<file path="src/hw/rtl/folc_pkg.sv">
// Shared types, geometry limits and register codes for the flash operation
// location counter. No dependencies.
`default_nettype none

package folc_pkg;

	// Table depths per operation kind
	localparam int MAX_CHANNELS = 8;
	localparam int MAX_DIES     = 64;
	localparam int MAX_BLOCKS   = 4096;
	localparam int MAX_PAGES    = 65536;

	// Index bits per table, kind bit on top gives the memory address width
	localparam int CHAN_IW = (MAX_CHANNELS > 1) ? $clog2(MAX_CHANNELS) : 1;
	localparam int DIE_IW  = (MAX_DIES > 1)     ? $clog2(MAX_DIES)     : 1;
	localparam int BLK_IW  = (MAX_BLOCKS > 1)   ? $clog2(MAX_BLOCKS)   : 1;
	localparam int PAGE_IW = (MAX_PAGES > 1)    ? $clog2(MAX_PAGES)    : 1;
	localparam int CHAN_AW = CHAN_IW + 1;
	localparam int DIE_AW  = DIE_IW + 1;
	localparam int BLK_AW  = BLK_IW + 1;
	localparam int PAGE_AW = PAGE_IW + 1;

	// Sweep counter width for the clearing pass: widest memory address
	localparam int CLR_AW01 = (CHAN_AW > DIE_AW) ? CHAN_AW : DIE_AW;
	localparam int CLR_AW23 = (BLK_AW > PAGE_AW) ? BLK_AW : PAGE_AW;
	localparam int CLR_AW   = (CLR_AW01 > CLR_AW23) ? CLR_AW01 : CLR_AW23;

	// Counter and flat index widths
	localparam int CNT_W = 32;
	localparam int DIE_W = 14;

	// Table slots
	localparam int NUM_TBL  = 4;
	localparam int TBL_CHAN = 0;
	localparam int TBL_DIE  = 1;
	localparam int TBL_BLK  = 2;
	localparam int TBL_PAGE = 3;

	// Configuration port
	localparam int CFG_IW = 3;
	localparam int CFG_DW = 13;
	localparam logic [CFG_IW-1:0] CFG_ENABLE = 3'd0;
	localparam logic [CFG_IW-1:0] CFG_MASK   = 3'd1;
	localparam logic [CFG_IW-1:0] CFG_PPC    = 3'd2;
	localparam logic [CFG_IW-1:0] CFG_DPP    = 3'd3;
	localparam logic [CFG_IW-1:0] CFG_PPD    = 3'd4;
	localparam logic [CFG_IW-1:0] CFG_BPP    = 3'd5;
	localparam logic [CFG_IW-1:0] CFG_PGB    = 3'd6;

	typedef logic [CNT_W-1:0] cnt_t;

	typedef struct packed {
		logic [4:0]  ppc;
		logic [4:0]  dpp;
		logic [2:0]  ppd;
		logic [12:0] bpp;
		logic [8:0]  pgb;
	} geom_t;

	typedef struct packed {
		logic [2:0]  chan;
		logic [3:0]  pkg;
		logic [3:0]  die;
		logic [1:0]  plane;
		logic [11:0] blk;
		logic [7:0]  page;
	} loc_t;

	typedef struct packed {
		logic [DIE_W-1:0] fdie;
		cnt_t             fblk;
		cnt_t             fpage;
	} flat_t;

	typedef struct packed {
		logic en;
		logic inr;
	} tbl_ctl_t;

endpackage

`default_nettype wire

</file>
<file path="src/hw/rtl/folc_update.sv">
// Counter modify logic for the four tables: increment, gate and flag.
// Depends on folc_pkg.
`default_nettype none

module folc_update
	import folc_pkg::*;
(
	input  wire logic                    bump,
	input  wire tbl_ctl_t [NUM_TBL-1:0]  ctl,
	input  wire cnt_t     [NUM_TBL-1:0]  rd,
	output logic          [NUM_TBL-1:0]  wr_en,
	output cnt_t          [NUM_TBL-1:0]  wr_data,
	output cnt_t          [NUM_TBL-1:0]  total,
	output logic                         oor
);

	// Bump enabled in-range counters, zero the rest
	always_comb begin
		oor = 1'b0;
		for (int i = 0; i < NUM_TBL; i++) begin
			wr_en[i]   = ctl[i].en & ctl[i].inr & bump;
			wr_data[i] = rd[i] + CNT_W'(1);
			if (ctl[i].en && ctl[i].inr) begin
				total[i] = bump ? wr_data[i] : rd[i];
			end else begin
				total[i] = '0;
			end
			if (ctl[i].en && !ctl[i].inr) begin
				oor = 1'b1;
			end
		end
	end

endmodule

`default_nettype wire

</file>
<file path="config.mk">
export PLATFORM = sky130hd
export DESIGN_NAME = folc_update
export DESIGN_NICKNAME = d
export VERILOG_FILES = /design/src/hw/rtl/folc_pkg.sv /design/src/hw/rtl/folc_update.sv
export SDC_FILE = /design/constraint.sdc
export NUM_CORES = 1
export LEC_CHECK = 0
export BUFFER_PORTS_ARGS = -buffer_cell sky130_fd_sc_hd__buf_4
export CAP_MARGIN = 40
export CELL_PAD_IN_SITES_DETAIL_PLACEMENT = 1
export CELL_PAD_IN_SITES_GLOBAL_PLACEMENT = 1
export CORE_AREA = 3 3 152 154
export DETAILED_ROUTE_END_ITERATION = 8
export DIE_AREA = 0 0 155 157
export PLACE_DENSITY = 0.75
export SYNTH_ARGS = -nofsm -noshare
export SYNTH_HDL_FRONTEND = slang
export SYNTH_SLANG_ARGS = --single-unit
</file>
<file path="constraint.sdc">
create_clock -name vclk -period 2.45
set_input_delay 0.245 -clock vclk [all_inputs]
set_output_delay 0.245 -clock vclk [all_outputs]
set_load 0.1 [all_outputs]
</file>
Word level (Yosys, flattened, before mapping):

Cells that the tools add are included.
W data, S select, Z words.

* $add $sub $neg: 4
* muxes and demuxes: 12
* bitwise gates (word level): 8
* reductions and logical operators: 12

Operators by type and width (count)
* $mux W32: 8
* $add A32 B1 Y32 const B: 4
* $and A1 B1 Y1: 8
* $logic_and A1 B1 Y1: 8
* $logic_not A1 Y1: 4
* $mux W1: 4

* bits in registers: 0
* input bits: 137
* output and inout port bits: 261
* logic and storage cells: 36

Logic depth before layout (Yosys ltp):

* depth after elaboration: 6
* depth in mapped cells: 8
* mapped depth without buffers: 6

Worst setup path before layout:

No wires, ideal clock.

* path kind: input -> output
* from: input rd[0] (netlist name)
* to: output wr_data[22] (netlist name)
* arrival time: 3.167 ns
* required time: 2.205 ns
* path slack: -0.962 ns
* stages on the path: 8
* buffers on the path: 2
* path through: ha_1 > and4_2 > buf_2 > nand3_2 > or2_1 > buf_2 > or3_1 > xnor2_1

RTL lines
* from (decl): line folc_update.sv:10 `input wire cnt_t [NUM_TBL-1:0] rd,`
* to (decl): line folc_update.sv:12 `output cnt_t [NUM_TBL-1:0] wr_data,`

==> key figures <==
Die
  • Ports: 398
  • Core ar.: between 20,000 and 25,000 um2
  • Die area: 24,300 um2
  • Initial Util: 24.0%
  • Site Rows: between 50 and 60
  • Die Ht: 157 um
  • Die X: 155 um

Setup path
  • Critical-path maximum fanout: 7
  • CP required: 2.20 ns
  • CP Capture Type: output pin
  • CP Data Arrival Time: 2.15 ns
  • CP Launch Type: input pin
  • Crit path kind: input pin to output pin

Global routing
  • Antenna violations before repair: 1
  • Largest net degree at the start of global routing: 34
  • GRT Util Overall: 24.0%
  • GR Layer Usage met2: 43.9%
  • Grt total ovfl: 0
  • First-pass GRT wire length: between 40,000 and 50,000 um
  • GR met1 Demand/Resource: 29.3%
  • Gr busiest metal: met2
  • GRT met3 Usage: 4.48%
  • Number of global-route vias before repair: slightly above 8,000

Placed design
  • Inst Count DP: 1,557
  • Placed inst area: about 11,000 um2
  • Dpl ws: between 0.02 and 0.03 ns
  • DP Wirelength: 27,100 um
  • IO buf count: 398
  • RePlAce Congestion: 0.897

Route
  • Final ANT Viol Nets: 0
  • DRT iter0 DRCs: between 300 and 400
  • DRC Markers: 0
  • Drt total wl: between 30,000 and 40,000 um
  • Routed len/inst: just over 20 um
  • Vias per inst: just over 5
  • First-pass iteration count of the detailed router: 4
  • DR vias: 7,901

Timing
  • Final worst slack: 0.0512 ns
  • Final setup vio count: 0
  • Slew margin rel.: 69.0%
  • Final period util: 97.9%
  • Total negative slack: 0 ns
  • Final min period: 2.40 ns
  • Max-slew violation count: 0
  • FMAX: 417 MHz
  • Fin Hold WS: around 0.87 ns
  • Worst-Margin Slew: 0.461 ns
  • Final hold vios: 0

Min path
  • HP Class: input pin to output pin
  • HP Start: rd[0]
  • Worst Hold Endpoint: wr_data[0]
  • Hold Path Depth: 3

Power and ir drop
  • Leakage: 4.46 nW
  • Pwr Density: 279 nW/um2
  • Overall power: 3.05 mW
  • Peak supply drop: 0.199 mV

Logic synthesis
  • Sequential fraction of the synthesis area: 0%
  • Net count after synthesis: 1,003
  • Ys Warns: 0
  • Mapped Cells: 862
  • Mapped Area: 5250 um2
  • Synth cell types: 49
  • Syn Area/Cell: a little over 6 um2

Finish
  • Register area: 0 um2
  • Fin area: roughly 11,000 um2
  • Seq_cells: 0
  • FILL cells: around 2,700
  • Fin util: between 50% and 60%
  • Layout clock buffer count: 0
  • Layout cells sized above 1: 58.6%
  • Finished Layout Cells: between 1,500 and 2,000
  • Area Growth Syn to Fin: 108%
  • Footprint of the multi-input gates: around 7000 um2
  • Nets@finish: approximately 1,400

Flow run
  • Max Cap Viol: 0

Outcome
  • Status: finished clean
cells in the mapped netlist, drive strengths merged (2+ instances only):
master	n	area (um2)
nor2	165	619
xor2	118	1030
xnor2	107	937
nand2	85	319
nand4	66	434
nand3	63	330
clkbuf	36	139
buf	27	145
nor4	26	209
nor3	25	130
or3	21	138
a21oi	15	75.1
inv	15	56.3
o21ai	14	70.1
and3	13	81.3
and4	13	115
and2	10	62.6
or2	9	56.3
mux2i	6	60.1
or4	5	37.5
ha	4	50.1
nor2b	4	25.0
nand2b	2	12.5
o2111ai	2	17.5
or3b	2	17.5
power by group:
group | leakage, nW | switching (mW) | internal, mW | total, mW
registers | 0 | 0 | 0 | 0
logic | 4.46 | 2.31 | 0.738 | 3.05
clock network | 0.00000634 | 0 | 0.0000000546 | 0.0000000546
placed cells by master (no fill, tap or decap), types with 3 or more instances in the layout:
cell type and count:
and4_1 11, inv_1 15, buf_4 469, nor3_1 22, or4_1 4, and3_1 13
nor4_2 7, xnor2_4 25, nand3_2 4, xor2_1 69, ha_1 4, nand2_1 81
a21oi_2 8, xor2_2 26, a21oi_4 6, or2_2 7, o21ai_0 14, xnor2_1 51
nor2b_1 3, or3_1 19, buf_6 7, nor4_1 16, nor2_4 34, xor2_4 23
nand4_1 64, mux2i_1 4, nor4_4 3, nand2_2 4, and2_1 8, xnor2_2 31
nand3_1 59, nor3_2 3, nor2_1 55, nor2_2 76
how the worst max path moves through the flow:
stage	start	end	slack (ns)	cells after the start
detailed placement	rd[1]	wr_data[30]	0.03	9
floorplan	rd[0]	wr_data[16]	-0.63	7
CTS	rd[1]	wr_data[30]	0.02	9
global placement	rd[1]	wr_data[30]	0.05	9
global route	rd[11]	total[27]	-0.006	8
finish	rd[1]	wr_data[22]	0.05	8
layer usage:
metal  routed length (um)  vias up
met4                  859        0
met3                 2140       42
li1                     -     3740
met2                16100      269
met5                    0        -
met1                12300     3850
final cells by class:
class / count / area share (%)
Antenna cell: 1 / 0.0229
Tap cell: 280 / 3.20
Timing Repair Buffer: 478 / 33.3
Inverter: 15 / 0.515
Multi-Input combinational cell: 784 / 63.0
logic make-up after synthesis:
family                   count (synthesis)  synth area share (%)
AO/OA/AOI/OAI                           34                  3.58
buffers and inverters                   78                  6.49
adder cells (fa/ha/maj)                  4                 0.954
XOR/XNOR                               225                  37.6
AND/OR/NAND/NOR                        515                  50.3
multiplexers                             6                  1.14
worst max-delay path, cell delays in order:
cell     delay [ns]
buf_4          0.13
ha_1           0.17
and4_2         0.30
nand3_2        0.09
or2_1          0.36
or3_1          0.41
xnor2_2        0.14
buf_4          0.30
timing repair:
| action | in CTS | in global routing |
|---|---|---|
| hold buffers | 0 | 0 |
| endpoints found under the setup margin | 0 | 13 |
| setup buffers | 0 | 0 |
| resized for setup | 0 | 13 |
No activity file was read; power rests on OpenSTA's default activity.
