$ cat src/hw/rtl/folc_pkg.sv
// Shared types, geometry limits and register codes for the flash operation
// location counter. No dependencies.
`default_nettype none

package folc_pkg;

	// Table depths per operation kind
	localparam int MAX_CHANNELS = 8;
	localparam int MAX_DIES     = 64;
	localparam int MAX_BLOCKS   = 4096;
	localparam int MAX_PAGES    = 65536;

	// Index bits per table, kind bit on top gives the memory address width
	localparam int CHAN_IW = (MAX_CHANNELS > 1) ? $clog2(MAX_CHANNELS) : 1;
	localparam int DIE_IW  = (MAX_DIES > 1)     ? $clog2(MAX_DIES)     : 1;
	localparam int BLK_IW  = (MAX_BLOCKS > 1)   ? $clog2(MAX_BLOCKS)   : 1;
	localparam int PAGE_IW = (MAX_PAGES > 1)    ? $clog2(MAX_PAGES)    : 1;
	localparam int CHAN_AW = CHAN_IW + 1;
	localparam int DIE_AW  = DIE_IW + 1;
	localparam int BLK_AW  = BLK_IW + 1;
	localparam int PAGE_AW = PAGE_IW + 1;

	// Sweep counter width for the clearing pass: widest memory address
	localparam int CLR_AW01 = (CHAN_AW > DIE_AW) ? CHAN_AW : DIE_AW;
	localparam int CLR_AW23 = (BLK_AW > PAGE_AW) ? BLK_AW : PAGE_AW;
	localparam int CLR_AW   = (CLR_AW01 > CLR_AW23) ? CLR_AW01 : CLR_AW23;

	// Counter and flat index widths
	localparam int CNT_W = 32;
	localparam int DIE_W = 14;

	// Table slots
	localparam int NUM_TBL  = 4;
	localparam int TBL_CHAN = 0;
	localparam int TBL_DIE  = 1;
	localparam int TBL_BLK  = 2;
	localparam int TBL_PAGE = 3;

	// Configuration port
	localparam int CFG_IW = 3;
	localparam int CFG_DW = 13;
	localparam logic [CFG_IW-1:0] CFG_ENABLE = 3'd0;
	localparam logic [CFG_IW-1:0] CFG_MASK   = 3'd1;
	localparam logic [CFG_IW-1:0] CFG_PPC    = 3'd2;
	localparam logic [CFG_IW-1:0] CFG_DPP    = 3'd3;
	localparam logic [CFG_IW-1:0] CFG_PPD    = 3'd4;
	localparam logic [CFG_IW-1:0] CFG_BPP    = 3'd5;
	localparam logic [CFG_IW-1:0] CFG_PGB    = 3'd6;

	typedef logic [CNT_W-1:0] cnt_t;

	typedef struct packed {
		logic [4:0]  ppc;
		logic [4:0]  dpp;
		logic [2:0]  ppd;
		logic [12:0] bpp;
		logic [8:0]  pgb;
	} geom_t;

	typedef struct packed {
		logic [2:0]  chan;
		logic [3:0]  pkg;
		logic [3:0]  die;
		logic [1:0]  plane;
		logic [11:0] blk;
		logic [7:0]  page;
	} loc_t;

	typedef struct packed {
		logic [DIE_W-1:0] fdie;
		cnt_t             fblk;
		cnt_t             fpage;
	} flat_t;

	typedef struct packed {
		logic en;
		logic inr;
	} tbl_ctl_t;

endpackage

`default_nettype wire

$ cat src/hw/rtl/folc_index.sv
// Five-stage multiply pipeline forming flat die, block and page indices.
// Depends on folc_pkg.
`default_nettype none

module folc_index
	import folc_pkg::*;
(
	input  wire logic  clk,
	input  wire logic  arst_n,
	input  wire logic  go,
	input  wire loc_t  loc,
	input  wire geom_t geom,
	output logic       done,
	output flat_t      flat
);

	logic             v_s1, v_s2, v_s3, v_s4, v_s5;
	logic [7:0]       t1_s1;
	logic [8:0]       t2_s1;
	logic [3:0]       die_s1;
	logic [1:0]       pl_s1, pl_s2;
	logic [11:0]      blk_s1, blk_s2, blk_s3;
	logic [7:0]       pg_s1, pg_s2, pg_s3, pg_s4;
	logic [DIE_W-1:0] fdie_s2, fdie_s3, fdie_s4, fdie_s5;
	logic [16:0]      u_s3;
	logic [14:0]      v_s3_prod;
	cnt_t             fblk_s4, fblk_s5, fpage_s5;

	// Advance the valid marker
	always_ff @(posedge clk or negedge arst_n) begin
		if (!arst_n) begin
			v_s1 <= 1'b0;
			v_s2 <= 1'b0;
			v_s3 <= 1'b0;
			v_s4 <= 1'b0;
			v_s5 <= 1'b0;
		end else begin
			v_s1 <= go;
			v_s2 <= v_s1;
			v_s3 <= v_s2;
			v_s4 <= v_s3;
			v_s5 <= v_s4;
		end
	end

	// Stage 1: channel and package partial products
	always_ff @(posedge clk) begin
		if (go) begin
			t1_s1  <= 8'(loc.chan) * 8'(geom.ppc);
			t2_s1  <= 9'(loc.pkg) * 9'(geom.dpp);
			die_s1 <= loc.die;
			pl_s1  <= loc.plane;
			blk_s1 <= loc.blk;
			pg_s1  <= loc.page;
		end
	end

	// Stage 2: flat die index
	always_ff @(posedge clk) begin
		fdie_s2 <= DIE_W'(t1_s1) * DIE_W'(geom.dpp) + DIE_W'(t2_s1) + DIE_W'(die_s1);
		pl_s2   <= pl_s1;
		blk_s2  <= blk_s1;
		pg_s2   <= pg_s1;
	end

	// Stage 3: die and plane partial products
	always_ff @(posedge clk) begin
		u_s3      <= 17'(fdie_s2) * 17'(geom.ppd);
		v_s3_prod <= 15'(pl_s2) * 15'(geom.bpp);
		fdie_s3   <= fdie_s2;
		blk_s3    <= blk_s2;
		pg_s3     <= pg_s2;
	end

	// Stage 4: flat block index
	always_ff @(posedge clk) begin
		fblk_s4 <= CNT_W'(u_s3) * CNT_W'(geom.bpp) + CNT_W'(v_s3_prod) + CNT_W'(blk_s3);
		fdie_s4 <= fdie_s3;
		pg_s4   <= pg_s3;
	end

	// Stage 5: flat page index, wrapping at 32 bits
	always_ff @(posedge clk) begin
		fpage_s5 <= fblk_s4 * CNT_W'(geom.pgb) + CNT_W'(pg_s4);
		fblk_s5  <= fblk_s4;
		fdie_s5  <= fdie_s4;
	end

	assign done       = v_s5;
	assign flat.fdie  = fdie_s5;
	assign flat.fblk  = fblk_s5;
	assign flat.fpage = fpage_s5;

endmodule

`default_nettype wire

$ cat config.mk
export PLATFORM = sky130hd
export DESIGN_NAME = folc_index
export DESIGN_NICKNAME = d
export VERILOG_FILES = /design/src/hw/rtl/folc_pkg.sv /design/src/hw/rtl/folc_index.sv
export SDC_FILE = /design/constraint.sdc
export NUM_CORES = 2
export LEC_CHECK = 0
export BUFFER_PORTS_ARGS = -buffer_cell sky130_fd_sc_hd__buf_2
export CAP_MARGIN = 30
export CORE_ASPECT_RATIO = 0.6
export CORE_MARGIN = 8
export CORE_UTILIZATION = 30
export CTS_CLUSTER_SIZE = 14
export DETAILED_ROUTE_END_ITERATION = 7
export GPL_ROUTABILITY_DRIVEN = 0
export HOLD_SLACK_MARGIN = 0.15
export PLACE_DENSITY = 0.55
export SLEW_MARGIN = 15
export SYNTH_ARGS = -nofsm -noshare
export SYNTH_HDL_FRONTEND = slang
export SYNTH_SLANG_ARGS = --single-unit
$ cat constraint.sdc
create_clock -name clk -period 13.94 [get_ports clk]
set_input_delay 2.788 -clock clk [delete_from_list [all_inputs] [get_ports clk]]
set_output_delay 2.788 -clock clk [all_outputs]
set_load 0.03 [all_outputs]
### Yosys cells after proc, flatten, opt, wreduce, memory -nomap -nowiden

Cells that the tools add are included.

* bits in registers: 282
* output and inout bits: 79
* word-level logic and storage cells: 38

* add/subtract/negate cells: 5
* multiply operators: 7

Operator list (number)
* adder 31 x 12 -> 32 bit: 1
* adder 32 x 8 -> 32 bit: 1
* multiplier 32 x 9 -> 32 bit: 1
* adder 30 x 15 -> 31 bit: 1
* multiplier 17 x 13 -> 30 bit: 1
* multiplier 14 x 3 -> 17 bit: 1
* multiplier 2 x 13 -> 15 bit: 1
* adder 13 x 9 -> 14 bit: 1
* adder 14 x 4 -> 14 bit: 1
* multiplier 8 x 5 -> 13 bit: 1
* multiplier 4 x 5 -> 9 bit: 1
* multiplier 3 x 5 -> 8 bit: 1

### Logic depth before layout (Yosys ltp)

* word-level depth: 3
* mapped depth: 23
* depth with buffers taken out: 21

### Worst setup path after synthesis

No wires, ideal clock.

* kind: input -> register
* start: input geom[13] (netlist bit)
* end: register fblk_s4[29]
* arrival: 8.123 ns
* path slack: 5.696 ns
* stages on the path: 21
* cell sequence: clkbuf_1 clkbuf_1 nand2_1 fa_1 fa_1 inv_1 fa_1 fa_1 fa_1 inv_1 fa_1 inv_1 ha_1 and3_1 a31oi_1 o21ai_0 o21ai_1 a31oi_2 a211o_1 a211oi_1 nor3_1

* word-level cells in the longest chain between the ends: 3

Ends and longest elaborated chain
* start, declared: RTL line folc_index.sv:12 `input wire geom_t geom,`
* multiplier 17 x 13 -> 30 bit: RTL line folc_index.sv:77 `fblk_s4 <= CNT_W'(u_s3) * CNT_W'(geom.bpp) + CNT_W'(v_s3_prod) + CNT_W'(blk_s3);`
* adder 30 x 15 -> 31 bit: RTL line folc_index.sv:77
* adder 31 x 12 -> 32 bit: RTL line folc_index.sv:77
* end signal, assigned: RTL line folc_index.sv:77
* end, declared: RTL line folc_index.sv:27 `cnt_t fblk_s4, fblk_s5, fpage_s5;`

Every way passes these cells.
A chain may end at the register's enable or synchronous reset.

### Worst setup path after layout

* start: input geom[16] (netlist bit)
* end: register fblk_s4[29]

Same word-level chain as after synthesis.

==> results.tsv <==
stage	metric	value	unit
floorplan	rows	84	
worst_setup_path	crit_path_frequent_cell	fa_1	
route	vias	16902	
yosys	synth_nets	3388	
timing	slew-limit-headroom	0.5049	
worst_setup_path	cpPeakStageDelay	0.58	ns
status	status	completed	
global_route	globalRouteMet3Util	0.02449	
yosys	ys_seq_area_frac	0.2316	
global_route	busiest_layer	met2	
timing	fin_crit_sh	0.5696	
timing	slew_violations	0	
route	drtIter0Drc	930	
yosys	ys_ff_latch	282	
floorplan	start_util	0.3016	
cts	cts_hold_buf	0	
cts	cts_max_path_buffers	3	
flow_run	cap_violations	0	
global_route	met1_usage	0.1895	
yosys	synth-edff-count	43	
worst_setup_path	path_delay_family	adder cells	
yosys	syn-mean-instance-area	10.01	sq um
yosys	synth_top_family_by_area	adder cells	
floorplan	fp.coreArea	87340	sq um
yosys	async_flop_share	0.01773	
route	routedWlPerCell	15.51	um
worst_setup_path	rrSetupSlack	7.79	ns
yosys	synth-main-ff-cell	dfxtp_1	
route	drc	0	
global_route	globalRouteOverflowTotal	0	
yosys	synth-compound-area-share	0.06113	
cts	clock_tree.root_cell	clkbuf_16	
floorplan	die_h	245.5	um
cts	post-cts-setup-buffers	0	
floorplan	pin_count	150	
global_route	grt_pass1_vias	18272	
worst_hold_path	hold_path_class	register to register	
yosys	synthSimpleGateAreaFrac	0.1467	
global_route	grt_max_degree	45	
timing	worst_pin_slew	0.7416	ns
worst_setup_path	start_kind	primary input	
layout	synthToLayoutAreaGrowth	11.47	%
route	drt_pass1_iterations	5	
timing	finalClockSkew	0.01910	ns
timing	grt_setup_unrepaired	no	
floorplan	die_w	398.6	um
route	drt-total-wl	60.88	mm
worst_setup_path	critPathArrivalTime	8.41	ns
yosys	synth.area.mux_share	0.0003800	
timing	setup_viol	0	
cts	cts_resized	0	
cts	cts.sinks	282	
placement	hpwl	48.33	mm
floorplan	fp.dieArea	97860	sq um
placement	io_buffers	149	
timing	finalHoldWorstSlack	0.3178	ns
cts	tritoncts	done	
timing	report.final.hold_viol_count	0	
worst_setup_path	crit_path_cell_trace	buf_2 > nand2_1 > fa_1 > inv_1 > fa_1 > fa_1 > fa_1 > fa_1 > inv_1 > fa_1 > inv_1 > ha_1 > and3_1 > a31oi_1 > o21ai_0 > o21ai_1 > a31oi_2 > a211o_1 > a211oi_1 > nor3_1	
yosys	yosysUniqueCellTypes	61	
global_route	grtUsageMet2	0.1925	
yosys	syn_area	26340	sq um
worst_setup_path	worst-path-buf-inv	4	
yosys	yosys.area_share.adder	0.4463	
route	vias_per_cell	4.305	
cts	clk_pin_slew	0.07	ns
yosys	synth_cells	2633	
layout	nets	3494	
global_route	grt_pass1_wl	101.3	mm
layout	drive_gt1_frac	0.08538	
yosys	yosys_warnings	0	
timing	max_freq	0.1259	GHz
cts	clk-insertion-delay-late	0.60	ns
layout	n_fill_cell	8910	
worst_setup_path	required	14.41	ns
route	ant_nets	0	
yosys	synthXorXnorAreaFrac	0.03591	
worst_setup_path	cp_slowest_cell	fa_1	
timing	fin_setup_tns	0	ns
global_route	antenna_found_initial	2	
worst_setup_path	critPathMaxFanout	19	
global_route	grt_usage	0.1271	
cts	cts.htree.levels	1	
worst_setup_path	crit_type	primary input to register	
worst_setup_path	endpoint_kind	register	
cts	cts_buffers	31	
timing	min_period	7.941	ns
## synth_stat cells (all sizes together), types with 4 or more instances
cell,count,area [sq um]
nand2,367,1380
a31oi,12,96.34
a21o,41,307.8
and4,4,35.03
a21oi,77,396.6
and3,12,85.08
nor2,33,123.9
fa,426,8528
nor2b,15,93.84
inv,470,1764
a211oi,7,67.57
or2,6,37.54
nand3,11,55.05
xnor2,85,744.5
and2,298,1864
nand4,4,25.02
o211ai,10,75.07
ha,258,3228
nor3,18,90.09
o21a,10,75.07
o21ai,37,196.4
xor2,23,201.4
dfxtp,234,4684
clkbuf,75,281.5
dfrtp,5,125.1
edfxtp,43,1291
a221oi,4,58.81
o21bai,11,90.08
nand2b,6,37.54
## worst reg2reg max path, cell delays in order, from the launching register on
cell	delay, ns
dfxtp_1	0.79
nand2_1	0.20
fa_1	0.58
inv_1	0.06
fa_1	0.55
fa_1	0.43
fa_1	0.49
fa_1	0.51
inv_1	0.05
fa_1	0.47
inv_1	0.05
ha_1	0.32
and3_1	0.21
a31oi_1	0.15
o21ai_0	0.17
o21ai_1	0.27
a31oi_2	0.16
a211o_1	0.29
a211oi_1	0.23
nor3_1	0.07
## state kept, by name, indices dropped and copies added (netlist names), 9 cells and up
| name | count |
|---|---|
| fblk_s4 | 32 |
| u_s3 | 17 |
| fdie_s2 | 14 |
| fpage_s5 | 32 |
| blk_s3 | 12 |
| v_s3_prod | 15 |
| fblk_s5 | 32 |
| fdie_s4 | 14 |
| t2_s1 | 9 |
| fdie_s5 | 14 |
| fdie_s3 | 14 |
| blk_s1 | 12 |
| blk_s2 | 12 |
## placed cells by master (no fill, tap or decap), drive strengths merged, types with 3 or more instances in the layout
cell type | synthesis | layout
nand4 | 4 | 4
a21o | 41 | 41
o21bai | 11 | 11
o41ai | 3 | 3
nand2b | 6 | 6
dfrtp | 5 | 5
clkinvlp | 0 | 5
o21ai | 37 | 37
bufinv | 0 | 5
fa | 426 | 426
nor2b | 15 | 15
or3 | 3 | 3
clkbuf | 75 | 39
buf | 2 | 150
nor2 | 33 | 33
inv | 470 | 475
a31oi | 12 | 12
nand3 | 11 | 11
clkinv | 0 | 4
nor3 | 18 | 18
nand2 | 367 | 367
a21oi | 77 | 77
or2 | 6 | 6
and4 | 4 | 4
dfxtp | 234 | 234
edfxtp | 43 | 43
xnor2 | 85 | 85
o21a | 10 | 10
ha | 258 | 258
and2 | 298 | 298
a221oi | 4 | 4
and3 | 12 | 12
o211ai | 10 | 10
a211oi | 7 | 7
xor2 | 23 | 23
## logic make-up (layout without fill, tap and decap cells)
group           Yosys count  count (layout)
compound gates          232             232
xor+xnor                108             108
fa+ha+maj               684             684
buf+inv                 547             678
flops                   282             282
mux                       1               1
other cells               0               1
simple gates            779             779
## layer usage
metal | part of all wire | vias to the layer above
met3 | 0.056 | 59
met1 | 0.52 | 8219
li1 | - | 8296
met2 | 0.41 | 326
met5 | 0.00021 | -
met4 | 0.016 | 2
## layout make-up
class	instances	area, sq um	share of cell area
inverter	470	1764	0.06007
multi-input combinational	1804	18190	0.6193
tap	1161	1453	0.04947
antenna	1	2.502	0.00008521
clock buffer	39	837.1	0.02850
timing repair buffer	150	753.2	0.02565
clock inverter	19	269.0	0.009160
sequential	282	6101	0.2077
## per-stage QoR
step                      cells  instance area, sq um  utilization  setup WS, ns
after floorplan            2633                 26340            -         5.696
after global placement     3867                 28260       0.3235         5.482
after detailed placement   3867                 28260       0.3235         5.388
after CTS                  3925                 29360       0.3362         6.048
after global routing       3925                 29360       0.3362         5.731
final                      3926                 29370       0.3362         5.999
## worst paths after layout
path | start | to | cells past startpoint
min reg2reg | blk_s2[11] | blk_s3[11] | 0
min | blk_s2[11] | blk_s3[11] | 0
max in group asynchronous | arst_n | v_s4 | 1
min in group asynchronous | arst_n | v_s1 | 1
max | geom[16] | fblk_s4[29] | 20
max reg2reg | u_s3[7] | fblk_s4[29] | 19
Power is not shown: default switching activity piles up to over one toggle a cycle in this logic, so the estimate is an artifact.
