`src/hw/rtl/folc_ram.sv`:
```
// Generic single-write, single-read RAM with registered read data.
// No dependencies.
`default_nettype none

module folc_ram #(
	parameter int WIDTH = 32,
	parameter int DEPTH = 16
) (
	input  wire logic                     clk,
	input  wire logic                     we,
	input  wire logic [$clog2(DEPTH)-1:0] waddr,
	input  wire logic [WIDTH-1:0]         wdata,
	input  wire logic [$clog2(DEPTH)-1:0] raddr,
	output logic      [WIDTH-1:0]         rdata
);

	logic [WIDTH-1:0] mem_q [DEPTH];

	// Write one entry, register one read
	always_ff @(posedge clk) begin
		if (we) begin
			mem_q[waddr] <= wdata;
		end
		rdata <= mem_q[raddr];
	end

endmodule

`default_nettype wire

```
`config.mk`:
```
export PLATFORM = sky130hd
export DESIGN_NAME = folc_ram
export DESIGN_NICKNAME = d
export VERILOG_FILES = /design/src/hw/rtl/folc_ram.sv
export SDC_FILE = /design/constraint.sdc
export NUM_CORES = 1
export LEC_CHECK = 0
export BUFFER_PORTS_ARGS = -buffer_cell sky130_fd_sc_hd__buf_2
export CAP_MARGIN = 15
export CORE_UTILIZATION = 49
export CTS_CLUSTER_SIZE = 40
export DETAILED_ROUTE_END_ITERATION = 8
export PLACE_DENSITY = 0.62
export SLEW_MARGIN = 10
export SYNTH_ARGS = -nofsm -noshare
export SYNTH_HDL_FRONTEND = slang
export SYNTH_SLANG_ARGS = --single-unit
```
`constraint.sdc`:
```
create_clock -name clk -period 4.4 [get_ports clk]
set_input_delay 0.88 -clock clk [delete_from_list [all_inputs] [get_ports clk]]
set_output_delay 0.88 -clock clk [all_outputs]
set_load 0.005 [all_outputs]
```
-- After elaboration in Yosys (flattened, before gate mapping)
Memories as Yosys holds them, arrays and structs flattened. A register that Yosys moved wholly into a read port is not among the register bits.
Index checks and enable logic that the tools add are counted.
- memories kept: 1
- register bits after elaboration: 0
- word-level logic and storage cells: 3
- output and inout bits: 32
- RAM bits: 512
- input port bits: 42
- multiplexer cells: 2
- memories (memory ; depth ; bits a word ; read ports ; clocked after Yosys merged registers in ; wr ports ; RTL line ; source):
    mem_q ; 16 ; 32 ; 1 ; 1 ; 1 ; 17 ; logic [WIDTH-1:0] mem_q [DEPTH];
- operators by type and width (operator ; number):
    $mux W1 ; 2

-- Longest topological paths before layout
Gate-level depths: netlist of run 1.
- depth in word-level cells: 2
- gate-level depth with buffers: 5
- depth with buffers taken out: 3

-- Least setup slack after synthesis of run 1
OpenSTA, ideal clock, no wires.
- path kind: input-to-reg
- start: in waddr[2]
- end: mem mem_q[0][0], enable pin
- cell stages on the path: 2
- library setup time: 461 ps
- setup slack: 340 ps
- buffers on the path: 0
- data arrival time: 3598 ps
- required time: 3939 ps
- path through: or3b_2 nor3_1
- RTL lines (element ; RTL line ; source):
    start: declaration ; 11 ; input wire logic [$clog2(DEPTH)-1:0] waddr,
    end: declaration ; 17 ;
No word-level cell before the write port.

-- Final worst setup path of run 1
- start: in waddr[2]
- end: mem mem_q[3][2], enable pin
No word-level cell before the write port.

==> results of run 1 <==
==> through the flow <==
stage / instance area [um^2] / total power, mW / hold WS, ns
6_report: 22800 / 10.8 / 0.663
5_1_grt: 22800 / 11.2 / 0.661
4_1_cts: 22800 / 10.9 / 0.643
3_5_place_dp: 21100 / 6.44 / 0.652
3_3_place_gp: 21000 / 6.43 / 0.646
2_1_floorplan: 19900 / 6.21 / 0.635
==> sequential cells by signal (all words and copies together) (netlist names) <==
register and cells:
mem_q 512, rdata 32
==> power breakdown <==
group / switching (mW) / internal (mW)
combinational: 0.284 / 0.208
sequential: 0.0348 / 5.79
clock: 1.83 / 2.66
==> placed cells by master (no fill, tap or decap) <==
master                        n
sky130_fd_sc_hd__edfxtp_1   512
sky130_fd_sc_hd__mux4_2     128
sky130_fd_sc_hd__buf_2       71
sky130_fd_sc_hd__a22oi_1     64
sky130_fd_sc_hd__clkbuf_16   57
sky130_fd_sc_hd__nand2_1     33
sky130_fd_sc_hd__dfxtp_1     32
sky130_fd_sc_hd__buf_4       26
sky130_fd_sc_hd__clkbuf_1    16
sky130_fd_sc_hd__nor2_4      13
sky130_fd_sc_hd__clkinv_2    12
sky130_fd_sc_hd__clkinv_1     7
sky130_fd_sc_hd__clkbuf_8     5
sky130_fd_sc_hd__nor3_2       4
sky130_fd_sc_hd__bufinv_16    4
sky130_fd_sc_hd__buf_12       4
sky130_fd_sc_hd__nor2b_4      2
sky130_fd_sc_hd__nand3b_1     2
sky130_fd_sc_hd__nand2b_1     2
sky130_fd_sc_hd__diode_2      1
sky130_fd_sc_hd__and2_2       1
sky130_fd_sc_hd__nand3_1      1
sky130_fd_sc_hd__or3b_2       1
sky130_fd_sc_hd__clkinv_4     1
sky130_fd_sc_hd__buf_6        1
==> critical path, cell delays in order <==
cell	delay [ns]
sky130_fd_sc_hd__buf_2	0.11
sky130_fd_sc_hd__or3b_2	0.59
sky130_fd_sc_hd__nor2_4	0.67
sky130_fd_sc_hd__buf_4	0.31
==> path summary, 6_finish.rpt <==
path,startpoint,endpoint,cells past startpoint
worst max-delay path,waddr[2],mem_q[3][2],4
worst min-delay path,mem_q[12][24],rdata[24],3
worst max register to register,mem_q[3][24],rdata[24],3
worst min register to register,mem_q[12][24],rdata[24],3
==> cells by family (layout without fill, tap and decap cells) <==
kind of cell | Yosys count | after routing | synth area share
AND/OR/NAND/NOR | 59 | 59 | 0.0127
other | 0 | 1 | 0
buffers and inverters | 43 | 204 | 0.0112
AO/OA/AOI/OAI | 64 | 64 | 0.0242
multiplexers | 128 | 128 | 0.145
flip-flops | 544 | 544 | 0.807
==> cell type report <==
type | count | area share
well taps | 525 | 0.0288
multi-input cells | 251 | 0.164
clock buffers | 77 | 0.0675
clock inverters | 24 | 0.00942
repair buffers | 103 | 0.0287
flip-flops and latches | 544 | 0.701
diodes | 1 | 0.000110
==> cells in the mapped netlist <==
cell / instances / area share
sky130_fd_sc_hd__dfxtp_1: 32 / 0.032
sky130_fd_sc_hd__nand3_1: 1 / 0.00025
sky130_fd_sc_hd__and2_1: 1 / 0.00032
sky130_fd_sc_hd__buf_6: 2 / 0.0011
sky130_fd_sc_hd__buf_2: 4 / 0.0010
sky130_fd_sc_hd__nor2_1: 13 / 0.0025
sky130_fd_sc_hd__or3b_2: 1 / 0.00044
sky130_fd_sc_hd__buf_4: 11 / 0.0042
sky130_fd_sc_hd__mux4_2: 128 / 0.15
sky130_fd_sc_hd__nand3b_1: 2 / 0.00076
sky130_fd_sc_hd__nor2b_1: 2 / 0.00063
sky130_fd_sc_hd__nand2b_1: 2 / 0.00063
sky130_fd_sc_hd__clkbuf_1: 17 / 0.0032
sky130_fd_sc_hd__nor3_1: 4 / 0.0010
sky130_fd_sc_hd__nand2_1: 33 / 0.0062
sky130_fd_sc_hd__edfxtp_1: 512 / 0.77
sky130_fd_sc_hd__buf_1: 9 / 0.0017
sky130_fd_sc_hd__a22oi_1: 64 / 0.024
==> layer usage <==
metal / track usage / up-vias
li1: - / 3806
met1: 0.296 / 4799
met2: 0.303 / 237
met3: 0.0369 / 51
met4: 0.0540 / 4
met5: 0 / -
==> impl_metrics.prom, run 1 <==
# TYPE chip_impl_metric gauge
chip_impl_info{name="type_of_the_tightest_min_delay_check",value="register to register"} 1
chip_impl_metric{name="track_usage",unit=""} 0.198
chip_impl_metric{name="largest_net_degree_at_the_start_of_global_routing",unit=""} 58
chip_impl_metric{name="slew_at_the_pin_closest_to_its_max_slew_limit",unit="ns"} 1.09
chip_impl_metric{name="fin_setup_tns",unit="ns"} 0
chip_impl_metric{name="post_cts_setup_buffer_count",unit=""} 0
chip_impl_info{name="tritoncts",value="built"} 1
chip_impl_metric{name="clk_transition_reported_paths",unit="ns"} 0.06
chip_impl_metric{name="grt.overflow.total",unit=""} 0
chip_impl_metric{name="crit_fanout",unit=""} 21
chip_impl_info{name="ctsRootBufferMaster",value="sky130_fd_sc_hd__clkbuf_16"} 1
chip_impl_metric{name="drive_gt1_frac",unit=""} 0.330
chip_impl_metric{name="antenna_found_initial",unit=""} 2
chip_impl_metric{name="finish.net_count",unit=""} 996
chip_impl_metric{name="rrSetupSlack",unit="ns"} 3.02
chip_impl_metric{name="rows",unit=""} 73
chip_impl_metric{name="dp_hpwl",unit="um"} 21200
chip_impl_metric{name="io_buffer_count",unit=""} 73
chip_impl_metric{name="worst-endpoint-required",unit="ns"} 4.68
chip_impl_metric{name="instances_no_fill",unit=""} 1525
chip_impl_metric{name="first_global_vias",unit=""} 9369
chip_impl_metric{name="dr.first_iter.drc_count",unit=""} 698
chip_impl_metric{name="dr_wl_met2",unit="um"} 18600
chip_impl_metric{name="avgSynthCellArea",unit="um^2"} 23.7
chip_impl_metric{name="multi_input_comb_area",unit="mm^2"} 0.00375
chip_impl_metric{name="met3_wire_len",unit="um"} 2170
chip_impl_metric{name="distinct_cells_synth",unit=""} 18
chip_impl_metric{name="timing_hold_violations_final",unit=""} 0
chip_impl_metric{name="setup-violations-final",unit=""} 0
chip_impl_metric{name="firstDrtPassIters",unit=""} 4
chip_impl_metric{name="worst_ep_arrival_time",unit="ns"} 2.58
chip_impl_metric{name="grt_first_pass_wirelength",unit="um"} 59500
chip_impl_metric{name="ir_worst_vdd",unit="mV"} 0.329
chip_impl_metric{name="mappedNetlistArea",unit="mm^2"} 0.0199
chip_impl_metric{name="timing.final.crit_period",unit="ns"} 2.30
chip_impl_info{name="setup_repair_after_global_routing_missed_its_margin",value="no"} 1
chip_impl_metric{name="max_cap_viol_count",unit=""} 0
chip_impl_metric{name="fp.dieH",unit="um"} 203
chip_impl_info{name="run_status",value="finished, final reports clean"} 1
chip_impl_metric{name="fin_worst_skew",unit="ns"} 0.00821
chip_impl_metric{name="routed_wl",unit="um"} 39400
chip_impl_metric{name="dp_cells",unit=""} 1423
chip_impl_metric{name="drt-wirelength-per-cell",unit="um"} 25.8
chip_impl_metric{name="max_clock_freq",unit="MHz"} 435
chip_impl_metric{name="cts_max_level",unit=""} 2
chip_impl_metric{name="cts-hold-fix-buffers",unit=""} 0
chip_impl_metric{name="cts_sinks",unit=""} 544
chip_impl_metric{name="finalWeightedCongestion",unit=""} 0.681
chip_impl_metric{name="overall_die_area",unit="mm^2"} 0.0413
chip_impl_info{name="route.top_layer_used",value="met5"} 1
chip_impl_metric{name="seq_area_frac_synth",unit=""} 0.807
chip_impl_metric{name="m1WireLength",unit="um"} 17900
chip_impl_metric{name="postSynthCellCount",unit=""} 838
chip_impl_info{name="critical_path.startpoint_type",value="primary input"} 1
chip_impl_metric{name="clkLatencyLatePin",unit="ns"} 0.58
chip_impl_metric{name="setup_ws",unit="ns"} 2.10
chip_impl_metric{name="cts.path.max_buffers",unit=""} 3
chip_impl_metric{name="post_cts.resized_instances",unit=""} 0
chip_impl_metric{name="floorplan.initialDensity",unit=""} 0.499
chip_impl_metric{name="post-route-period-util",unit=""} 0.522
chip_impl_metric{name="leakage_power",unit="nW"} 7.37
chip_impl_metric{name="boundaryPins",unit=""} 74
chip_impl_metric{name="synth-warning-count",unit=""} 0
chip_impl_metric{name="p_per_area",unit="mW/mm^2"} 474
chip_impl_metric{name="cts_buffers",unit=""} 54
chip_impl_metric{name="filler_cell_count",unit=""} 2935
chip_impl_metric{name="core_region_area",unit="mm^2"} 0.0398
chip_impl_metric{name="max_slew_margin",unit=""} 0.274
chip_impl_metric{name="route.detailed.vias_per_inst",unit=""} 5.83
chip_impl_metric{name="max_slew_vio_count",unit=""} 0
chip_impl_metric{name="synth.ff_latch_count",unit=""} 544
chip_impl_metric{name="post_placement_setup_slack",unit="ns"} 1.47
chip_impl_metric{name="floorplan.die.width",unit="um"} 203
chip_impl_metric{name="detail-route-antenna-nets",unit=""} 0
chip_impl_metric{name="mappedNetlistNets",unit=""} 880
chip_impl_metric{name="area.growth.synth_to_final",unit="%"} 15.0
chip_impl_metric{name="layout.area.seq",unit="mm^2"} 0.0160
chip_impl_info{name="setup.worst_path.end_class",value="register"} 1
chip_impl_metric{name="final_core_utilization",unit=""} 0.573
chip_impl_info{name="critPathKind",value="primary input to register"} 1
chip_impl_metric{name="dr_total_vias",unit=""} 8897
chip_impl_metric{name="residual_drc",unit=""} 0
(Power assumes the default switching activity.)
==> run 2, diff against run 1 <==
--- a/config.mk
+++ b/config.mk
@@ -10,7 +10,7 @@
 export CORE_UTILIZATION = 49
 export CTS_CLUSTER_SIZE = 40
 export DETAILED_ROUTE_END_ITERATION = 8
-export PLACE_DENSITY = 0.62
+export PLACE_DENSITY = 0.65
 export SLEW_MARGIN = 10
 export SYNTH_ARGS = -nofsm -noshare
 export SYNTH_HDL_FRONTEND = slang
==> constraint.sdc (replaced) <==
create_clock -name clk -period 2.1 [get_ports clk]
set_input_delay 0.42 -clock clk [delete_from_list [all_inputs] [get_ports clk]]
set_output_delay 0.42 -clock clk [all_outputs]
set_load 0.005 [all_outputs]
==> impl_metrics.prom, run 2 (synthesis results as in run 1) <==
# TYPE chip_impl_metric gauge
chip_impl_info{name="run_status",value="finished, final reports clean"} 1
chip_impl_metric{name="antenna_found_initial",unit=""} 3
chip_impl_metric{name="post_cts_setup_buffer_count",unit=""} 0
chip_impl_info{name="worstHoldEndpoint",value="mem_q[14][14]"} 1
chip_impl_info{name="layout_top_registers",value="mem_q: 512 flops, rdata: 32 flops"} 1
chip_impl_metric{name="max_clock_freq",unit="MHz"} 644
chip_impl_metric{name="post_cts.resized_instances",unit=""} 0
chip_impl_info{name="crit_chain",value="buf_2"} 1
chip_impl_metric{name="finish.net_count",unit=""} 1006
chip_impl_metric{name="routed_wl",unit="um"} 40700
chip_impl_metric{name="first_global_vias",unit=""} 9333
chip_impl_metric{name="largest_register_ff_count",unit=""} 512
chip_impl_metric{name="dr.first_iter.drc_count",unit=""} 882
chip_impl_info{name="route.top_layer_used",value="met5"} 1
chip_impl_metric{name="cts-hold-fix-buffers",unit=""} 0
chip_impl_metric{name="grt.overflow.total",unit=""} 0
chip_impl_metric{name="worst-endpoint-required",unit="ns"} 1.68
chip_impl_metric{name="p_per_area",unit="mW/mm^2"} 997
chip_impl_metric{name="finalWeightedCongestion",unit=""} 0.693
chip_impl_metric{name="clkLatencyLatePin",unit="ns"} 0.58
chip_impl_metric{name="rows",unit=""} 73
chip_impl_metric{name="slew_at_the_pin_closest_to_its_max_slew_limit",unit="ns"} 1.05
chip_impl_metric{name="critical_path.n_buffers_inverters",unit=""} 1
chip_impl_metric{name="timing.final.crit_period",unit="ns"} 1.55
chip_impl_metric{name="cts_sinks",unit=""} 544
chip_impl_metric{name="final_design_area_no_fill",unit="mm^2"} 0.0234
chip_impl_metric{name="max_cap_viol_count",unit=""} 0
chip_impl_metric{name="cts_max_level",unit=""} 2
chip_impl_metric{name="boundaryPins",unit=""} 74
chip_impl_metric{name="largest_net_degree_at_the_start_of_global_routing",unit=""} 40
chip_impl_metric{name="track_usage",unit=""} 0.203
chip_impl_metric{name="post-route-period-util",unit=""} 0.740
chip_impl_metric{name="floorplan.initialDensity",unit=""} 0.499
chip_impl_info{name="most-common-layout-cells",value="512 x sky130_fd_sc_hd__edfxtp_1, 128 x sky130_fd_sc_hd__mux4_2, 71 x sky130_fd_sc_hd__buf_2"} 1
chip_impl_metric{name="dp_hpwl",unit="um"} 20600
chip_impl_metric{name="grt_first_pass_wirelength",unit="um"} 60300
chip_impl_metric{name="timing_hold_violations_final",unit=""} 0
chip_impl_metric{name="slowest_delay",unit="ns"} 0.41
chip_impl_info{name="launch_instance_of_the_worst_register_to_register_path",value="mem_q[3][3]"} 1
chip_impl_metric{name="setup-violations-final",unit=""} 0
chip_impl_metric{name="drive_gt1_frac",unit=""} 0.339
chip_impl_info{name="critPathKind",value="register to output port"} 1
chip_impl_metric{name="fin_setup_tns",unit="ns"} 0
chip_impl_metric{name="power.total",unit="mW"} 23.3
chip_impl_metric{name="core_region_area",unit="mm^2"} 0.0398
chip_impl_metric{name="area.growth.synth_to_final",unit="%"} 17.7
chip_impl_metric{name="clk_transition_reported_paths",unit="ns"} 0.06
chip_impl_metric{name="firstDrtPassIters",unit=""} 5
chip_impl_metric{name="fp.dieH",unit="um"} 203
chip_impl_metric{name="ir_worst_vdd",unit="mV"} 0.810
chip_impl_metric{name="instances_no_fill",unit=""} 1534
chip_impl_info{name="setup_repair_after_global_routing_missed_its_margin",value="no"} 1
chip_impl_metric{name="worst_ep_arrival_time",unit="ns"} 1.13
chip_impl_metric{name="m1WireLength",unit="um"} 18100
chip_impl_info{name="type_of_the_tightest_min_delay_check",value="primary input to register"} 1
chip_impl_metric{name="residual_drc",unit=""} 0
chip_impl_info{name="most_common_cell_after_layout_fill_and_taps_aside",value="sky130_fd_sc_hd__edfxtp_1"} 1
chip_impl_metric{name="rrSetupSlack",unit="ns"} 0.73
chip_impl_metric{name="route.detailed.vias_per_inst",unit=""} 5.93
chip_impl_metric{name="cts.path.max_buffers",unit=""} 3
chip_impl_metric{name="cts_buffers",unit=""} 52
chip_impl_metric{name="floorplan.die.width",unit="um"} 203
chip_impl_metric{name="dr_total_vias",unit=""} 9102
chip_impl_info{name="max_flop_register",value="mem_q"} 1
chip_impl_info{name="worst_path_max_delay_cell",value="sky130_fd_sc_hd__dfxtp_1"} 1
chip_impl_metric{name="io_buffer_count",unit=""} 73
chip_impl_info{name="ctsRootBufferMaster",value="sky130_fd_sc_hd__clkbuf_16"} 1
chip_impl_metric{name="leakage_power",unit="nW"} 7.56
chip_impl_metric{name="dpl_cell_area",unit="mm^2"} 0.0215
chip_impl_info{name="critical_path.startpoint_type",value="register"} 1
chip_impl_info{name="tritoncts",value="built"} 1
chip_impl_metric{name="crit_fanout",unit=""} 1
chip_impl_metric{name="worst-r2r-cell-count",unit=""} 3
chip_impl_info{name="cp_top_family",value="flip-flops"} 1
chip_impl_metric{name="fin_worst_skew",unit="ns"} 0.0214
chip_impl_metric{name="overall_die_area",unit="mm^2"} 0.0413
chip_impl_info{name="min_from",value="wdata[14]"} 1
chip_impl_info{name="setup.worst_path.end_class",value="output port"} 1
chip_impl_metric{name="max_slew_vio_count",unit=""} 0
chip_impl_metric{name="dp_cells",unit=""} 1435
chip_impl_info{name="crit-reg2reg-capture",value="rdata[3]"} 1
chip_impl_metric{name="drt-wirelength-per-cell",unit="um"} 26.5
chip_impl_info{name="worst_setup_path_startpoint",value="rdata[20]"} 1
chip_impl_metric{name="max_slew_margin",unit=""} 0.302
chip_impl_metric{name="met3_wire_len",unit="um"} 2810
chip_impl_metric{name="detail-route-antenna-nets",unit=""} 0
chip_impl_metric{name="min_delay_path_depth",unit=""} 1
chip_impl_metric{name="dr_wl_met2",unit="um"} 19100
run 2: layout make-up:
cell class              instances  area [um^2]
multi-input cells             251         3780
repair buffers                115         1050
flip-flops and latches        544        16000
fillers                      2847        16500
diodes                          1         2.50
well taps                     525          657
clock inverters                27          412
clock buffers                  71         1440
run 2: worst max-delay path by stage:
stage,to,slack [ns],cells past startpoint
after floorplan,mem_q[10][0],-0.35,2
after global placement,rdata[27],0.11,5
after detailed placement,rdata[19],0.11,5
after CTS,rdata[20],0.53,1
after global routing,rdata[20],0.53,1
final,rdata[20],0.55,1
run 2: through the flow:
stage	worst slack [ns]	hold WS [ns]	util
2_1_floorplan	-0.348	0.519	-
3_3_place_gp	0.106	0.649	0.540
3_5_place_dp	0.110	0.663	0.540
4_1_cts	0.528	0.180	0.587
5_1_grt	0.527	0.201	0.587
6_report	0.546	0.212	0.587
run 2: where the power goes:
group / total [mW] / internal [mW] / switching (mW)
combinational: 1.10 / 0.488 / 0.612
clock: 9.97 / 6.16 / 3.80
sequential: 12.2 / 12.1 / 0.0797
total: 23.3 / 18.8 / 4.50
run 2: metal layers:
| metal | track usage | vias up |
|---|---|---|
| li1 | - | 3833 |
| met5 | 0 | - |
| met1 | 0.305 | 4858 |
| met2 | 0.312 | 338 |
| met4 | 0.0532 | 4 |
| met3 | 0.0369 | 69 |
==> run 3, diff against run 2 <==
==> constraint.sdc (replaced) <==
create_clock -name clk -period 1.4 [get_ports clk]
set_input_delay 0.28 -clock clk [delete_from_list [all_inputs] [get_ports clk]]
set_output_delay 0.28 -clock clk [all_outputs]
set_load 0.005 [all_outputs]
==> impl_metrics.prom, run 3 (synthesis results as in run 1) <==
# TYPE chip_impl_metric gauge
chip_impl_info{name="run_status",value="finished, final reports clean"} 1
chip_impl_metric{name="largest_net_degree_at_the_start_of_global_routing",unit=""} 30
chip_impl_metric{name="max_slew_vio_count",unit=""} 0
chip_impl_metric{name="max_cap_viol_count",unit=""} 0
chip_impl_metric{name="floorplan.initialDensity",unit=""} 0.499
chip_impl_metric{name="grt_first_pass_wirelength",unit="um"} 61900
chip_impl_info{name="setup.worst_path.end_class",value="output port"} 1
chip_impl_metric{name="timing.final.crit_period",unit="ns"} 1.36
chip_impl_info{name="critical_path.startpoint_type",value="register"} 1
chip_impl_info{name="cp_top_family",value="flip-flops"} 1
chip_impl_metric{name="first_global_vias",unit=""} 9634
chip_impl_metric{name="worst-r2r-cell-count",unit=""} 3
chip_impl_metric{name="rrSetupSlack",unit="ns"} 0.07
chip_impl_metric{name="finalWeightedCongestion",unit=""} 0.710
chip_impl_metric{name="timing_hold_violations_final",unit=""} 0
chip_impl_metric{name="cts.path.max_buffers",unit=""} 3
chip_impl_info{name="ctsRootBufferMaster",value="sky130_fd_sc_hd__clkbuf_16"} 1
chip_impl_metric{name="cts_sinks",unit=""} 544
chip_impl_metric{name="post_cts_setup_buffer_count",unit=""} 0
chip_impl_info{name="worst_path_max_delay_cell",value="sky130_fd_sc_hd__dfxtp_2"} 1
chip_impl_metric{name="clkLatencyLatePin",unit="ns"} 0.60
chip_impl_metric{name="dr_total_vias",unit=""} 9092
chip_impl_info{name="launch_instance_of_the_worst_register_to_register_path",value="mem_q[2][18]"} 1
chip_impl_metric{name="max_clock_freq",unit="MHz"} 734
chip_impl_metric{name="min_delay_path_depth",unit=""} 1
chip_impl_metric{name="clk_transition_reported_paths",unit="ns"} 0.06
chip_impl_info{name="type_of_the_tightest_min_delay_check",value="primary input to register"} 1
chip_impl_metric{name="leakage_power",unit="nW"} 7.90
chip_impl_metric{name="dr.first_iter.drc_count",unit=""} 679
chip_impl_info{name="tritoncts",value="built"} 1
chip_impl_metric{name="detail-route-antenna-nets",unit=""} 0
chip_impl_metric{name="boundaryPins",unit=""} 74
chip_impl_info{name="most-common-layout-cells",value="512 x sky130_fd_sc_hd__edfxtp_1, 128 x sky130_fd_sc_hd__mux4_2, 71 x sky130_fd_sc_hd__buf_2"} 1
chip_impl_metric{name="cts_max_level",unit=""} 2
chip_impl_metric{name="fp.dieH",unit="um"} 203
chip_impl_metric{name="finish.net_count",unit=""} 1062
chip_impl_metric{name="rows",unit=""} 73
chip_impl_metric{name="core_region_area",unit="mm^2"} 0.0398
chip_impl_metric{name="cts-hold-fix-buffers",unit=""} 0
chip_impl_info{name="max_flop_register",value="mem_q"} 1
chip_impl_metric{name="firstDrtPassIters",unit=""} 5
chip_impl_info{name="most_common_cell_after_layout_fill_and_taps_aside",value="sky130_fd_sc_hd__edfxtp_1"} 1
chip_impl_info{name="setup_repair_after_global_routing_missed_its_margin",value="no"} 1
chip_impl_metric{name="drive_gt1_frac",unit=""} 0.388
chip_impl_metric{name="routed_wl",unit="um"} 41500
chip_impl_metric{name="post-route-period-util",unit=""} 0.973
chip_impl_metric{name="fin_worst_skew",unit="ns"} 0.0149
chip_impl_metric{name="max_slew_margin",unit=""} 0.574
chip_impl_metric{name="residual_drc",unit=""} 0
chip_impl_metric{name="dp_hpwl",unit="um"} 23600
chip_impl_metric{name="setup-violations-final",unit=""} 0
chip_impl_metric{name="slew_at_the_pin_closest_to_its_max_slew_limit",unit="ns"} 0.638
chip_impl_metric{name="final_design_area_no_fill",unit="mm^2"} 0.0240
chip_impl_metric{name="worst_ep_arrival_time",unit="ns"} 1.08
chip_impl_metric{name="grt.overflow.total",unit=""} 0
chip_impl_info{name="worstHoldEndpoint",value="mem_q[10][12]"} 1
chip_impl_metric{name="area.growth.synth_to_final",unit="%"} 21.1
chip_impl_info{name="crit-reg2reg-capture",value="rdata[18]"} 1
chip_impl_info{name="min_from",value="wdata[12]"} 1
chip_impl_metric{name="crit_fanout",unit=""} 1
chip_impl_metric{name="slowest_delay",unit="ns"} 0.36
chip_impl_metric{name="p_per_area",unit="mW/mm^2"} 1430
chip_impl_info{name="critPathKind",value="register to output port"} 1
chip_impl_metric{name="overall_die_area",unit="mm^2"} 0.0413
chip_impl_info{name="crit_chain",value="buf_2"} 1
chip_impl_info{name="layout_top_registers",value="mem_q: 512 flops, rdata: 32 flops"} 1
chip_impl_metric{name="track_usage",unit=""} 0.210
chip_impl_metric{name="ir_worst_vdd",unit="mV"} 1.05
chip_impl_metric{name="antenna_found_initial",unit=""} 2
chip_impl_metric{name="drt-wirelength-per-cell",unit="um"} 26.1
chip_impl_metric{name="io_buffer_count",unit=""} 73
chip_impl_metric{name="worst-endpoint-required",unit="ns"} 1.12
chip_impl_metric{name="largest_register_ff_count",unit=""} 512
chip_impl_metric{name="power.total",unit="mW"} 34.4
chip_impl_metric{name="cts_buffers",unit=""} 53
chip_impl_metric{name="dpl_cell_area",unit="mm^2"} 0.0223
chip_impl_metric{name="floorplan.die.width",unit="um"} 203
chip_impl_metric{name="final_core_utilization",unit=""} 0.604
chip_impl_metric{name="critical_path.n_buffers_inverters",unit=""} 1
chip_impl_metric{name="route.detailed.vias_per_inst",unit=""} 5.72
==> run 3: cell type report <==
class | instances | area [um^2]
Timing Repair Buffer | 170 | 1780
Clock buffer | 68 | 1450
Multi-Input combinational cell | 251 | 3810
Tap cell | 525 | 657
Fill cell | 2805 | 15800
Clock inverter | 31 | 319
Sequential cell | 544 | 16000
Antenna cell | 1 | 2.50
==> run 3: report_power, final <==
part           total (mW)  switching [mW]  internal [mW]
clock network        14.3            5.97           8.30
logic                1.83           0.955          0.877
registers            18.3           0.112           18.2
==> run 3: worst max-delay path by stage <==
stage	from	to	slack (ns)	depth (start not counted)
3_3_place_gp	raddr[0]	rdata[0]	-0.35	6
3_5_place_dp	raddr[0]	rdata[30]	-0.35	6
4_1_cts	rdata[3]	rdata[3]	0.005	1
2_1_floorplan	waddr[2]	mem_q[0][0]	-0.59	2
5_1_grt	rdata[1]	rdata[1]	0.007	1
6_report	rdata[3]	rdata[3]	0.04	1
==> run 3: metal layers <==
layer  vias up  routed length, um  GRT usage
met5         -                 10          0
met4         2                770     0.0599
met3        58               2110     0.0332
met2       254              20900      0.341
met1      4831              17700      0.296
li1       3947                  -          -
==> run 3: what timing repair did <==
item,in CTS,in global routing
gates cloned,0,0
gates resized for setup,4,1
endpoints found under the setup margin,3,1
==> run 3: stage by stage <==
step	hold slack [ns]	instances	setup TNS [ns]	worst slack (ns)
after floorplan	0.379	838	-124.29	-0.589
after global placement	0.652	1490	-93.33	-0.349
after detailed placement	0.650	1490	-95.89	-0.350
after CTS	0.0109	1589	0	0.00521
after global routing	0.0413	1589	0	0.00719
final	0.0455	1590	0	0.0376
